<file path="config.mk">
export PLATFORM = sky130hd
export DESIGN_NAME = bootrom_serial_host_engine_top
export DESIGN_NICKNAME = d
export VERILOG_FILES = /design/src/sv/bshe_pkg.sv /design/src/sv/bshe_cfg.sv /design/src/sv/bshe_core.sv /design/src/sv/bootrom_serial_host_engine_top.sv
export SDC_FILE = /design/constraint.sdc
export NUM_CORES = 1
export LEC_CHECK = 0
export BUFFER_PORTS_ARGS = -buffer_cell sky130_fd_sc_hd__buf_2
export CAP_MARGIN = 20
export CORE_ASPECT_RATIO = 0.7
export CORE_UTILIZATION = 35
export CTS_CLUSTER_SIZE = 40
export DETAILED_ROUTE_END_ITERATION = 7
export GPL_TIMING_DRIVEN = 0
export PLACE_DENSITY = 0.53
export SYNTH_ARGS = -nofsm -noshare
export SYNTH_HDL_FRONTEND = slang
export SYNTH_SLANG_ARGS = --single-unit
</file>
<file path="constraint.sdc">
create_clock -name aclk -period 7.2 [get_ports aclk]
set_clock_uncertainty 0.15 [all_clocks]
set_input_delay 1.08 -clock aclk [delete_from_list [all_inputs] [get_ports aclk]]
set_output_delay 1.08 -clock aclk [all_outputs]
set_load 0.05 [all_outputs]
</file>
<file path="src/sv/bshe_pkg.sv">
// ----------------------------------------------------------------------------
// bshe_pkg
// Shared types and constants of the boot-ROM serial host engine.
// ----------------------------------------------------------------------------
`default_nettype none
package bshe_pkg;
    typedef enum logic [3:0] {
        P_IDLE, P_HS, P_ECHO_CMD, P_ECHO_ADDR, P_ECHO_LEN, P_ECHO_SIG,
        P_ECHO_VAL, P_HWCODE, P_STATUS, P_PAYLOAD, P_READ_DATA, P_CHECKSUM,
        P_END_STATUS
    } phase_t;

    localparam logic [2:0] C_HS = 3'd0;
    localparam logic [2:0] C_HW = 3'd1;
    localparam logic [2:0] C_SEND = 3'd2;
    localparam logic [2:0] C_JUMP = 3'd3;
    localparam logic [2:0] C_READ = 3'd4;
    localparam logic [2:0] C_WRITE = 3'd5;

    localparam logic [1:0] A_START = 2'd0;
    localparam logic [1:0] A_RX = 2'd1;
    localparam logic [1:0] A_PAY = 2'd2;

    localparam logic [2:0] ST_OK = 3'd0;
    localparam logic [2:0] ST_ECHO = 3'd1;
    localparam logic [2:0] ST_NZ = 3'd2;
    localparam logic [2:0] ST_RETRY = 3'd3;
    localparam logic [2:0] ST_REJECT = 3'd4;

    localparam logic [1:0] K_HW = 2'd0;
    localparam logic [1:0] K_READ = 2'd1;
    localparam logic [1:0] K_SUM = 2'd2;

    localparam logic [2:0] R_RETRY = 3'd5;
    localparam logic [7:0] RETRY_LIMIT_RESET = 8'd16;

    typedef logic [7:0] opcodes_t [5];

    function automatic logic [7:0] hs_byte(input logic [1:0] i);
        case (i)
            2'd0: hs_byte = 8'ha0;
            2'd1: hs_byte = 8'h0a;
            2'd2: hs_byte = 8'h50;
            default: hs_byte = 8'h05;
        endcase
    endfunction

    typedef struct packed {
        logic [31:0] tx_data;
        logic [2:0]  tx_count;
        logic [31:0] word_out;
        logic        word_valid;
        logic [1:0]  word_kind;
        logic        need_payload;
        logic        finished;
        logic [2:0]  status;
    } result_t;
endpackage
`default_nettype wire

</file>
<file path="src/sv/bshe_cfg.sv">
// ----------------------------------------------------------------------------
// bshe_cfg
// Configuration registers: command bytes and handshake retry limit.
// ----------------------------------------------------------------------------
`default_nettype none
module bshe_cfg (
    input  wire logic              aclk,
    input  wire logic              aresetn,
    input  wire logic              cfg_valid,
    input  wire logic [2:0]        cfg_index,
    input  wire logic [7:0]        cfg_data,
    output bshe_pkg::opcodes_t     opcodes,
    output logic [7:0]             retry_limit
);
    bshe_pkg::opcodes_t op_reg;
    logic [7:0] lim_reg;

    always_ff @(posedge aclk) begin
        if (!aresetn) begin
            op_reg[0] <= 8'hfd;
            op_reg[1] <= 8'hd7;
            op_reg[2] <= 8'hd5;
            op_reg[3] <= 8'hd1;
            op_reg[4] <= 8'hd4;
            lim_reg <= bshe_pkg::RETRY_LIMIT_RESET;
        end else if (cfg_valid) begin
            if (cfg_index < bshe_pkg::R_RETRY) op_reg[cfg_index] <= cfg_data;
            else if (cfg_index == bshe_pkg::R_RETRY) lim_reg <= cfg_data;
        end
    end

    assign opcodes = op_reg;
    assign retry_limit = lim_reg;
endmodule
`default_nettype wire

</file>
<file path="src/sv/bshe_core.sv">
// ----------------------------------------------------------------------------
// bshe_core
// Protocol state machine; one item is processed per accepted cycle.
// ----------------------------------------------------------------------------
`default_nettype none
module bshe_core (
    input  wire logic               aclk,
    input  wire logic               aresetn,
    input  wire logic               step,
    input  wire logic [1:0]         action,
    input  wire logic [2:0]         command,
    input  wire logic [31:0]        address,
    input  wire logic [31:0]        length,
    input  wire logic [31:0]        write_value,
    input  wire logic [7:0]         rx_byte,
    input  wire logic [7:0]         payload_byte,
    input  wire bshe_pkg::opcodes_t opcodes,
    input  wire logic [7:0]         retry_limit,
    output bshe_pkg::result_t       res
);
    bshe_pkg::phase_t phase_reg, phase_next;
    logic [2:0]  cmd_reg, cmd_next;
    logic [1:0]  pos_reg, pos_next;
    logic [31:0] asm_reg, asm_next;
    logic [31:0] addr_reg, addr_next, len_reg, len_next, val_reg, val_next;
    logic [31:0] rem_reg, rem_next;
    logic [7:0]  retry_reg, retry_next;
    logic [1:0]  hs_reg, hs_next;
    logic [15:0] sum_reg, sum_next;

    always_ff @(posedge aclk) begin
        if (!aresetn) begin
            phase_reg <= bshe_pkg::P_IDLE;
            cmd_reg <= 3'd0;
            pos_reg <= 2'd0;
            asm_reg <= 32'd0;
            addr_reg <= 32'd0;
            len_reg <= 32'd0;
            val_reg <= 32'd0;
            rem_reg <= 32'd0;
            retry_reg <= 8'd0;
            hs_reg <= 2'd0;
            sum_reg <= 16'd0;
        end else if (step) begin
            phase_reg <= phase_next;
            cmd_reg <= cmd_next;
            pos_reg <= pos_next;
            asm_reg <= asm_next;
            addr_reg <= addr_next;
            len_reg <= len_next;
            val_reg <= val_next;
            rem_reg <= rem_next;
            retry_reg <= retry_next;
            hs_reg <= hs_next;
            sum_reg <= sum_next;
        end
    end

    logic [2:0]  need;
    logic [31:0] w;
    logic        rej;

    always_comb begin
        phase_next = phase_reg;
        cmd_next = cmd_reg;
        pos_next = pos_reg;
        asm_next = asm_reg;
        addr_next = addr_reg;
        len_next = len_reg;
        val_next = val_reg;
        rem_next = rem_reg;
        retry_next = retry_reg;
        hs_next = hs_reg;
        sum_next = sum_reg;
        res = '0;
        rej = 1'b0;
        need = 3'd2;
        w = 32'd0;
        case (action)
            bshe_pkg::A_START: begin
                if (phase_reg != bshe_pkg::P_IDLE || command > bshe_pkg::C_WRITE) begin
                    rej = 1'b1;
                end else begin
                    cmd_next = command;
                    pos_next = 2'd0;
                    asm_next = 32'd0;
                    addr_next = address;
                    len_next = length;
                    val_next = write_value;
                    res.tx_count = 3'd1;
                    if (command == bshe_pkg::C_HS) begin
                        retry_next = 8'd0;
                        hs_next = 2'd0;
                        phase_next = bshe_pkg::P_HS;
                        res.tx_data = {24'd0, bshe_pkg::hs_byte(2'd0)};
                    end else begin
                        phase_next = bshe_pkg::P_ECHO_CMD;
                        res.tx_data = {24'd0, opcodes[command - 3'd1]};
                    end
                end
            end
            bshe_pkg::A_RX: begin
                if (phase_reg == bshe_pkg::P_IDLE || phase_reg == bshe_pkg::P_PAYLOAD) begin
                    rej = 1'b1;
                end else if (phase_reg == bshe_pkg::P_HS) begin
                    if (rx_byte == ~bshe_pkg::hs_byte(hs_reg)) begin
                        if (hs_reg == 2'd3) begin
                            res.finished = 1'b1;
                            phase_next = bshe_pkg::P_IDLE;
                        end else begin
                            hs_next = hs_reg + 2'd1;
                            res.tx_data = {24'd0, bshe_pkg::hs_byte(hs_reg + 2'd1)};
                            res.tx_count = 3'd1;
                        end
                    end else begin
                        retry_next = retry_reg + 8'd1;
                        if (retry_next >= retry_limit) begin
                            res.finished = 1'b1;
                            res.status = bshe_pkg::ST_RETRY;
                            phase_next = bshe_pkg::P_IDLE;
                        end else begin
                            hs_next = 2'd0;
                            res.tx_data = {24'd0, bshe_pkg::hs_byte(2'd0)};
                            res.tx_count = 3'd1;
                        end
                    end
                end else begin
                    case (phase_reg)
                        bshe_pkg::P_ECHO_CMD: need = 3'd1;
                        bshe_pkg::P_ECHO_ADDR, bshe_pkg::P_ECHO_LEN, bshe_pkg::P_ECHO_SIG,
                        bshe_pkg::P_ECHO_VAL, bshe_pkg::P_READ_DATA: need = 3'd4;
                        default: need = 3'd2;
                    endcase
                    asm_next = {asm_reg[23:0], rx_byte};
                    if ({1'b0, pos_reg} + 3'd1 < need) begin
                        pos_next = pos_reg + 2'd1;
                    end else begin
                        pos_next = 2'd0;
                        w = asm_next;
                        if (need == 3'd1) w = {24'd0, asm_next[7:0]};
                        else if (need == 3'd2) w = {16'd0, asm_next[15:0]};
                        case (phase_reg)
                            bshe_pkg::P_ECHO_CMD: begin
                                if (cmd_reg < 3'd1 || cmd_reg > 3'd5 ||
                                    w != {24'd0, opcodes[cmd_reg - 3'd1]}) begin
                                    res.finished = 1'b1;
                                    res.status = bshe_pkg::ST_ECHO;
                                    phase_next = bshe_pkg::P_IDLE;
                                end else if (cmd_reg == bshe_pkg::C_HW) begin
                                    phase_next = bshe_pkg::P_HWCODE;
                                end else begin
                                    res.tx_data = addr_reg;
                                    res.tx_count = 3'd4;
                                    phase_next = bshe_pkg::P_ECHO_ADDR;
                                end
                            end
                            bshe_pkg::P_ECHO_ADDR: begin
                                if (w != addr_reg) begin
                                    res.finished = 1'b1;
                                    res.status = bshe_pkg::ST_ECHO;
                                    phase_next = bshe_pkg::P_IDLE;
                                end else if (cmd_reg == bshe_pkg::C_SEND ||
                                             cmd_reg == bshe_pkg::C_READ) begin
                                    res.tx_data = len_reg;
                                    res.tx_count = 3'd4;
                                    phase_next = bshe_pkg::P_ECHO_LEN;
                                end else if (cmd_reg == bshe_pkg::C_WRITE) begin
                                    res.tx_data = val_reg;
                                    res.tx_count = 3'd4;
                                    phase_next = bshe_pkg::P_ECHO_VAL;
                                end else begin
                                    phase_next = bshe_pkg::P_STATUS;
                                end
                            end
                            bshe_pkg::P_ECHO_LEN: begin
                                if (w != len_reg) begin
                                    res.finished = 1'b1;
                                    res.status = bshe_pkg::ST_ECHO;
                                    phase_next = bshe_pkg::P_IDLE;
                                end else if (cmd_reg == bshe_pkg::C_SEND) begin
                                    res.tx_count = 3'd4;
                                    phase_next = bshe_pkg::P_ECHO_SIG;
                                end else begin
                                    phase_next = bshe_pkg::P_STATUS;
                                end
                            end
                            bshe_pkg::P_ECHO_SIG, bshe_pkg::P_ECHO_VAL: begin
                                if (w != ((phase_reg == bshe_pkg::P_ECHO_SIG) ? 32'd0
                                                                             : val_reg)) begin
                                    res.finished = 1'b1;
                                    res.status = bshe_pkg::ST_ECHO;
                                    phase_next = bshe_pkg::P_IDLE;
                                end else begin
                                    phase_next = bshe_pkg::P_STATUS;
                                end
                            end
                            bshe_pkg::P_HWCODE: begin
                                res.word_out = w;
                                res.word_valid = 1'b1;
                                res.word_kind = bshe_pkg::K_HW;
                                phase_next = bshe_pkg::P_STATUS;
                            end
                            bshe_pkg::P_STATUS: begin
                                if (w != 32'd0) begin
                                    res.finished = 1'b1;
                                    res.status = bshe_pkg::ST_NZ;
                                    phase_next = bshe_pkg::P_IDLE;
                                end else begin
                                    rem_next = len_reg;
                                    if (cmd_reg == bshe_pkg::C_SEND) begin
                                        phase_next = (len_reg != 32'd0) ?
                                            bshe_pkg::P_PAYLOAD : bshe_pkg::P_CHECKSUM;
                                    end else if (cmd_reg == bshe_pkg::C_READ) begin
                                        phase_next = (len_reg != 32'd0) ?
                                            bshe_pkg::P_READ_DATA : bshe_pkg::P_END_STATUS;
                                    end else begin
                                        res.finished = 1'b1;
                                        phase_next = bshe_pkg::P_IDLE;
                                    end
                                end
                            end
                            bshe_pkg::P_READ_DATA: begin
                                res.word_out = w;
                                res.word_valid = 1'b1;
                                res.word_kind = bshe_pkg::K_READ;
                                rem_next = rem_reg - 32'd1;
                                if (rem_next == 32'd0) phase_next = bshe_pkg::P_END_STATUS;
                            end
                            bshe_pkg::P_CHECKSUM: begin
                                sum_next = w[15:0];
                                phase_next = bshe_pkg::P_END_STATUS;
                            end
                            default: begin
                                if (cmd_reg == bshe_pkg::C_SEND) begin
                                    res.word_out = {16'd0, sum_reg};
                                    res.word_valid = 1'b1;
                                    res.word_kind = bshe_pkg::K_SUM;
                                end
                                res.finished = 1'b1;
                                res.status = (w != 32'd0) ? bshe_pkg::ST_NZ : bshe_pkg::ST_OK;
                                phase_next = bshe_pkg::P_IDLE;
                            end
                        endcase
                    end
                end
            end
            bshe_pkg::A_PAY: begin
                if (phase_reg != bshe_pkg::P_PAYLOAD) begin
                    rej = 1'b1;
                end else begin
                    res.tx_data = {24'd0, payload_byte};
                    res.tx_count = 3'd1;
                    rem_next = rem_reg - 32'd1;
                    if (rem_next == 32'd0) phase_next = bshe_pkg::P_CHECKSUM;
                end
            end
            default: rej = 1'b1;
        endcase
        if (rej) res.status = bshe_pkg::ST_REJECT;
        res.need_payload = (phase_next == bshe_pkg::P_PAYLOAD);
    end
endmodule
`default_nettype wire

</file>
<file path="src/sv/bootrom_serial_host_engine_top.sv">
// ----------------------------------------------------------------------------
// bootrom_serial_host_engine_top
// Host side of a boot-ROM serial download exchange.
// ----------------------------------------------------------------------------
// Channel  Direction  Handshake                Payload
// s_       in         s_valid / s_ready        action, command, args, bytes
// m_       out        m_valid / m_ready        tx, reported word, status
// cfg_     in         cfg_valid / cfg_ready    cfg_index, cfg_data
//
// Each accepted item yields its result word in the next cycle.
// The state machine computes the result and the result register holds it.
// A new item is taken while the output register is empty or being read.
// Reset restores the default command bytes and returns the engine to idle.
// ----------------------------------------------------------------------------
`default_nettype none
module bootrom_serial_host_engine_top (
    input  wire logic        aclk,
    input  wire logic        aresetn,
    input  wire logic        s_valid,
    output logic             s_ready,
    input  wire logic [1:0]  s_action,
    input  wire logic [2:0]  s_command,
    input  wire logic [31:0] s_address,
    input  wire logic [31:0] s_length,
    input  wire logic [31:0] s_write_value,
    input  wire logic [7:0]  s_rx_byte,
    input  wire logic [7:0]  s_payload_byte,
    output logic             m_valid,
    input  wire logic        m_ready,
    output logic [31:0]      m_tx_data,
    output logic [2:0]       m_tx_count,
    output logic [31:0]      m_word_out,
    output logic             m_word_valid,
    output logic [1:0]       m_word_kind,
    output logic             m_need_payload,
    output logic             m_finished,
    output logic [2:0]       m_status,
    input  wire logic        cfg_valid,
    output logic             cfg_ready,
    input  wire logic [2:0]  cfg_index,
    input  wire logic [7:0]  cfg_data
);
    bshe_pkg::opcodes_t opcodes;
    logic [7:0] retry_limit;
    bshe_pkg::result_t res, out_reg;
    logic valid_reg, step;

    assign cfg_ready = 1'b1;
    assign s_ready = !valid_reg || m_ready;
    assign step = s_valid && s_ready;

    bshe_cfg u_cfg (
        .aclk(aclk), .aresetn(aresetn), .cfg_valid(cfg_valid),
        .cfg_index(cfg_index), .cfg_data(cfg_data),
        .opcodes(opcodes), .retry_limit(retry_limit)
    );

    bshe_core u_core (
        .aclk(aclk), .aresetn(aresetn), .step(step),
        .action(s_action), .command(s_command), .address(s_address),
        .length(s_length), .write_value(s_write_value), .rx_byte(s_rx_byte),
        .payload_byte(s_payload_byte), .opcodes(opcodes),
        .retry_limit(retry_limit), .res(res)
    );

    always_ff @(posedge aclk) begin
        if (!aresetn) begin
            valid_reg <= 1'b0;
        end else if (s_ready) begin
            valid_reg <= s_valid;
        end
    end

    always_ff @(posedge aclk) begin
        if (step) out_reg <= res;
    end

    assign m_valid = valid_reg;
    assign m_tx_data = out_reg.tx_data;
    assign m_tx_count = out_reg.tx_count;
    assign m_word_out = out_reg.word_out;
    assign m_word_valid = out_reg.word_valid;
    assign m_word_kind = out_reg.word_kind;
    assign m_need_payload = out_reg.need_payload;
    assign m_finished = out_reg.finished;
    assign m_status = out_reg.status;
endmodule
`default_nettype wire
</file>
==> run_results.csv, run 1 <==
group,metric,value,unit
outcome,status,"finished with violations",
outcome,violations,"DRC",
setup_path,critical_path_arrival,6.40,ns
sta,report.final.setup_viol,0,
sta,final_max_slew_viol_count,0,
setup_path,r2r_slack,0.93,ns
setup_path,critPathCapture,"m_tx_data[10]",
finish,num-fill-cells,5097,
power,finalPower,4.40,mW
clock_tree,cts_sinks,310,
synthesis,synthAdderAreaFrac,2.30,%
placed_design,dp_hpwl,58.3,mm
clock_tree,clk_latency,0.55,ns
finish,drive_above_1_share,12.1,%
placed_design,dpl_cell_area,19300,um^2
sta,relSlewSlack,30.2,%
synthesis,ys_seq_area_share,39.9,%
global_route,antenna_found_initial,2,
synthesis,netlist_instances,2228,
finish,final_core_util,41.6,%
finish,layout_commonest_cell,"nand2_1",
setup_path,startpoint_type,"flop",
sta,clock.fmax,159,MHz
sta,post-route-period-util,87.1,%
finish,final_cell_mix,"nand2_1 (470), a21oi_1 (257), dfxtp_1 (236), buf_2 (207), clkbuf_1 (167)",
clock_tree,post_cts_resized,0,
synthesis,synth_compound_area_share,21.1,%
routing,wl,76.1,mm
synthesis,synth.distinct_cells,78,
floorplan,die_y,189,um
synthesis,syn_area,17400,um^2
clock_tree,holdBufCountCts,0,
finish,syn_to_final_growth,17.6,%
setup_path,setup.worst_path.start,"u_core.cmd_reg[0]",
floorplan,die_width,269,um
finish,design_area,20500,um^2
placed_design,gp_congestion,1.01,
clock_tree,clockBufferDepth,3,
synthesis,ys.flop_type,"dfxtp_1",
synthesis,postSynthAreaPerCell,7.82,um^2
sta,hold_viol,0,
min_path,hold_class,"reg2reg",
sta,max_slew.worst_pin.slew,1.02,ns
finish,nets,2638,
synthesis,synthArstFlopShare,0,%
synthesis,synth-edff-count,74,
run,maxCapViolCount,0,
floorplan,core,49300,um^2
setup_path,ff2ff_path_depth,13,
clock_tree,clk_pin_slew,0.06,ns
finish,instances_no_fill,3166,
routing,wl_per_cell,24.0,um
sta,setup_ws,0.925,ns
sta,min_period,6.27,ns
routing,routed_via_density,5.89,
clock_tree,cts_root_buffer,"clkbuf_16",
global_route,grt_pass1_wl,111,mm
synthesis,synthSimpleGateAreaFrac,25.8,%
power,ir_drop,0.246,mV
routing,drt_iter0_markers,2585,
routing,drtAntennaViolNets,0,
global_route,grt_max_degree,57,
finish,largest_reg_flops,40,
synthesis,syn-num-nets,2393,
sta,rsz0062_at_grt,"false",
clock_tree,postCtsSetupRepairBufs,0,
synthesis,synthMuxAreaShare,2.12,%
floorplan,io_pins,211,
routing,vias,18700,
routing,drc,1,
setup_path,rr_endpoint,"m_tx_data[10]",
floorplan,die_area,50700,um^2
setup_path,endpoint_kind,"flop",
setup_path,crit_type,"reg2reg",
setup_path,critPathRequiredTime,7.33,ns
global_route,grt.total_usage,29.5,%
floorplan,rows,68,
power,leakage,7.12,nW
clock_tree,cts_buffers,35,
floorplan,initial_core_util,35.4,%
global_route,grt_pass1_vias,16900,
setup_path,crit_path_max_fanout,10,
synthesis,synthXorXnorAreaFrac,3.67,%
synthesis,synth_top_family_by_area,"simple AND/OR/NAND/NOR gates",
setup_path,r2r_start,"u_core.cmd_reg[0]",
power,p_per_area,215,nW/um^2
clock_tree,cts_max_level,2,
routing,dr.pass1.iters,8,
synthesis,yosysWarnings,0,
placed_design,dp_cells,3100,
global_route,gr-total-overflow,0,
clock_tree,cts_tree,"done",
placed_design,pre_cts_slack,1.18,ns
synthesis,ys_seq_elements,310,
placed_design,numPortBuffers,202,
-- per-layer routing --
metal	wire length, um	vias up	GRT usage (%)
met1	34700	8973	45.0
li1	-	8496	-
met3	8600	121	6.14
met2	30800	1073	41.5
met5	0	-	0
met4	1940	0	7.65
-- critical path, stage by stage, from the launching register on --
cell and delay (ns):
dfxtp_1 0.39, clkbuf_1 0.45, clkbuf_1 0.55, inv_1 0.26
ha_1 0.58, clkbuf_1 0.54, mux4_2 0.46, xor2_1 0.20
o41a_1 0.38, or4_1 0.59, nor2_1 0.40, clkbuf_1 0.45
a222oi_1 0.16, nor2_1 0.43
-- through the flow --
step                setup TNS, ns  hold slack (ns)
detailed placement              0            0.297
finish                          0            0.301
global placement          -117.32            0.291
CTS                             0            0.304
global route                    0            0.319
floorplan                       0            0.282
-- logic make-up (layout without fill, tap and decap cells) --
logic type	count (synthesis)	in the layout
adders and majority gates	32	32
other	2	3
buffers and inverters	235	507
muxes	18	18
xor gates and xnor gates	73	73
DFF	310	310
AOI/OAI and AO/OA	582	582
and+or+nand+nor	976	976
-- layout make-up --
| type | count | area, um^2 | area share (%) |
|---|---|---|---|
| Multi-Input combinational cell | 1683 | 9600 | 46.8 |
| Sequential cell | 310 | 6950 | 33.9 |
| Timing Repair Buffer | 208 | 1070 | 5.24 |
| Clock buffer | 45 | 955 | 4.66 |
| Tap cell | 665 | 832 | 4.06 |
| Buffer | 178 | 682 | 3.33 |
| Inverter | 57 | 214 | 1.04 |
| Clock inverter | 19 | 189 | 0.922 |
| Antenna cell | 1 | 2.50 | 0.0122 |
-- synth_stat cells (20+ instances only) --
cell	number	share of area (%)
xnor2_1	53	2.7
nor4_1	22	0.79
nor4bb_1	20	1.1
clkbuf_1	161	3.5
o21ai_0	89	2.6
and3_1	25	0.90
xor2_1	20	1.0
a21oi_1	257	7.4
edfxtp_1	74	13
nand2_1	470	10
nor2_1	164	3.5
nor3_1	37	1.1
a31oi_1	27	0.97
inv_1	56	1.2
nand3_1	115	3.3
dfxtp_1	236	27
ha_1	32	2.3
a222oi_1	35	2.0
-- how the worst min path moves through the flow --
stage	start	end	depth (start not counted)
after floorplan	u_core.sum_reg[12]	u_core.sum_reg[12]	2
after global placement	u_core.sum_reg[10]	u_core.sum_reg[10]	2
after detailed placement	u_core.sum_reg[5]	u_core.sum_reg[5]	2
after CTS	u_core.sum_reg[5]	u_core.sum_reg[5]	2
after global routing	u_core.sum_reg[8]	u_core.sum_reg[8]	2
final	u_core.sum_reg[5]	u_core.sum_reg[5]	2
-- where the power goes --
part	internal, mW	switching, mW	total, mW
combinational	0.201	0.481	0.682
clock	1.05	0.782	1.83
sequential	1.83	0.0560	1.89
Note: power is estimated with default switching activity, not from simulation.
==> inputs of run 2 (changes only) <==
--- a/config.mk
+++ b/config.mk
@@ -12,7 +12,8 @@
 export CTS_CLUSTER_SIZE = 40
 export DETAILED_ROUTE_END_ITERATION = 7
 export GPL_TIMING_DRIVEN = 0
-export PLACE_DENSITY = 0.53
+export PLACE_DENSITY = 0.52
 export SYNTH_ARGS = -nofsm -noshare
 export SYNTH_HDL_FRONTEND = slang
+export SYNTH_HIERARCHICAL = 1
 export SYNTH_SLANG_ARGS = --single-unit
==> constraint.sdc (replaced) <==
create_clock -name aclk -period 6.1 [get_ports aclk]
set_clock_uncertainty 0.15 [all_clocks]
set_input_delay 0.915 -clock aclk [delete_from_list [all_inputs] [get_ports aclk]]
set_output_delay 0.915 -clock aclk [all_outputs]
set_load 0.05 [all_outputs]
==> run_results.csv, run 2 <==
group,metric,value,unit
outcome,status,"finished with violations",
outcome,violations,"DRC",
synthesis,synth_top_area_cell,"dfxtp_1",
finish,final_cell_mix,"nand2_1 (364), dfxtp_1 (236), buf_2 (219), nor2_1 (164), clkbuf_1 (159)",
floorplan,die_width,274,um
power,ir_drop,0.185,mV
sta,max_slew.worst_pin.slew,1.21,ns
sta,fin_setup_tns,0,ns
synthesis,synthTopCellsByArea,"dfxtp_1 (26%), edfxtp_1 (12%), nand2_1 (7.6%)",
routing,drtAntennaViolNets,0,
global_route,met2_usage,38.8,%
global_route,grt_pass1_vias,16500,
setup_path,endpoint_kind,"flop",
floorplan,io_pins,211,
setup_path,crit_path_max_fanout,10,
finish,largest_reg_flops,40,
floorplan,die_y,192,um
global_route,grt.total_usage,28.5,%
power,leakage,7.64,nW
sta,clock.fmax,173,MHz
placed_design,gp_congestion,0.988,
placed_design,dp_hpwl,58.5,mm
sta,relSlewSlack,18.1,%
clock_tree,post_cts_resized,0,
synthesis,netlist_top_cells_count,"nand2_1 (364), dfxtp_1 (236), nor2_1 (164)",
min_path,hold_class,"reg2reg",
clock_tree,cts_root_buffer,"clkbuf_16",
clock_tree,clockBufferDepth,3,
global_route,grt_max_degree,81,
floorplan,core,50900,um^2
routing,wl,76.4,mm
power,p_comb_share,15.7,%
power,switching_share,29.1,%
global_route,grt.busiest_layer,"met1",
synthesis,synthArstFlopShare,0,%
finish,layout_commonest_cell,"nand2_1",
synthesis,syn-num-nets,2342,
power,pwr-share-clk,42.5,%
routing,drt_iter0_markers,2362,
floorplan,initial_core_util,35.6,%
synthesis,syn_area,18100,um^2
finish,drive_above_1_share,13.4,%
synthesis,synth_most_common_cell,"nand2_1",
synthesis,ys_seq_area_share,38.6,%
clock_tree,holdBufCountCts,0,
run,maxCapViolCount,0,
clock_tree,cts_buffers,35,
power,p_int,3.80,mW
routing,routed_via_density,5.80,
routing,wl_per_cell,24.5,um
routing,drc,2,
global_route,met3_usage,6.65,%
synthesis,postSynthAreaPerCell,8.30,um^2
min_path,worstHoldPathCells,2,
clock_tree,clk_pin_slew,0.06,ns
power,p_switching,1.55,mW
floorplan,rows,69,
global_route,use_met1,44.2,%
setup_path,critPathRequiredTime,6.28,ns
synthesis,netlist_instances,2177,
sta,report.final.setup_viol,0,
power,sequentialPowerShare,41.8,%
setup_path,ff2ff_path_depth,11,
global_route,antenna_found_initial,3,
finish,final_core_util,41.7,%
synthesis,synth.distinct_cells,89,
global_route,gr-total-overflow,0,
setup_path,crit_type,"reg2reg",
synthesis,yosysTopAreaCellShare,26.1,%
sta,min_period,5.79,ns
synthesis,synth-edff-count,75,
synthesis,yosysWarnings,6,
synthesis,ys_seq_elements,311,
finish,nets,2588,
global_route,grt_pass1_wl,110,mm
clock_tree,cts_tree,"done",
routing,vias,18100,
sta,hold_viol,0,
setup_path,startpoint_type,"flop",
clock_tree,cts_sinks,311,
sta,rsz0062_at_grt,"false",
power,p_per_area,252,nW/um^2
setup_path,critical_path_arrival,5.97,ns
placed_design,numPortBuffers,203,
sta,post-route-period-util,94.9,%
routing,dr.pass1.iters,8,
clock_tree,cts_max_level,2,
clock_tree,clk_latency,0.56,ns
synthesis,ys.flop_type,"dfxtp_1",
finish,syn_to_final_growth,17.4,%
sta,final_max_slew_viol_count,0,
power,finalPower,5.35,mW
clock_tree,postCtsSetupRepairBufs,0,
floorplan,die_area,52600,um^2
## run 2: cell types whose count changed after synthesis, sizes merged, moves of 12 or more
cell    previous run  this run
a31oi             27        39
a22oi              8        37
o21ai             91       113
nor2b             18        77
mux2i              2        59
a21boi             4       132
nand2            470       364
nand3            115        44
buf               17        30
a21oi            257        79
## run 2: per-layer routing
metal | up-vias | wire [um] | part of all wire, %
met5 | - | 0 | 0
met4 | 0 | 1290 | 1.7
met3 | 85 | 8600 | 11
met2 | 978 | 29800 | 39
met1 | 8720 | 36700 | 48
li1 | 8325 | - | -
## run 2: stage by stage
step	setup slack [ns]	area [um^2]	hold slack, ns	std cells
4_1_cts	0.443	21200	0.318	3120
3_5_place_dp	0.445	20000	0.309	3059
2_1_floorplan	2.19	18100	0.285	2177
3_3_place_gp	-0.0230	19900	0.300	3054
5_1_grt	0.0508	21200	0.333	3123
6_report	0.313	21200	0.314	3123
## run 2: final timing paths
check,to,startpoint,slack (ns)
min reg2reg,u_core/sum_reg[8],u_core/sum_reg[8],0.31
max,m_tx_data[2],u_core/phase_reg[3],0.31
max reg2reg,m_tx_data[2],u_core/phase_reg[3],0.31
min,u_core/sum_reg[8],u_core/sum_reg[8],0.31
## run 2: cell families (layout without fill, tap and decap cells)
family / count (synthesis) / after routing / share of synthesized area (%)
AO/OA/AOI/OAI: 570 / 570 / 21.8
XOR/XNOR: 75 / 75 / 3.63
adder cells (fa/ha/maj): 32 / 32 / 2.21
buffers and inverters: 235 / 505 / 5.20
flip-flops: 311 / 311 / 38.6
multiplexers: 69 / 69 / 4.39
other: 2 / 4 / 0.0415
AND/OR/NAND/NOR: 883 / 883 / 24.2
## run 2: worst max-delay path, cell delays in order (launching register included)
cell and delay, ns:
dfxtp_1 0.34, buf_2 0.20, nor4b_2 0.74, buf_2 0.37, nor2_1 0.08, o32ai_1 0.57
o2111ai_1 0.28, nor4_1 0.60, nor4bb_1 1.09, clkbuf_1 0.52, a222oi_1 0.26, o21ai_0 0.36
## run 2: layout make-up
class | instances | area, um^2
multi-input cells | 1631 | 10200
clock buffers | 47 | 993
well taps | 674 | 843
fillers | 5193 | 29600
repair buffers | 209 | 1080
plain buffers | 182 | 741
inverters | 53 | 199
diodes | 2 | 5.00
flip-flops and latches | 311 | 6980
clock inverters | 14 | 210
## run 2: power groups by stage
stage	sequential [mW]	clock, mW	combinational (mW)
floorplan	2.34	0	0.456
global placement	2.27	0	0.809
detailed placement	2.28	0	0.816
CTS	2.23	2.31	0.819
global route	2.24	2.39	0.898
finish	2.24	2.28	0.841
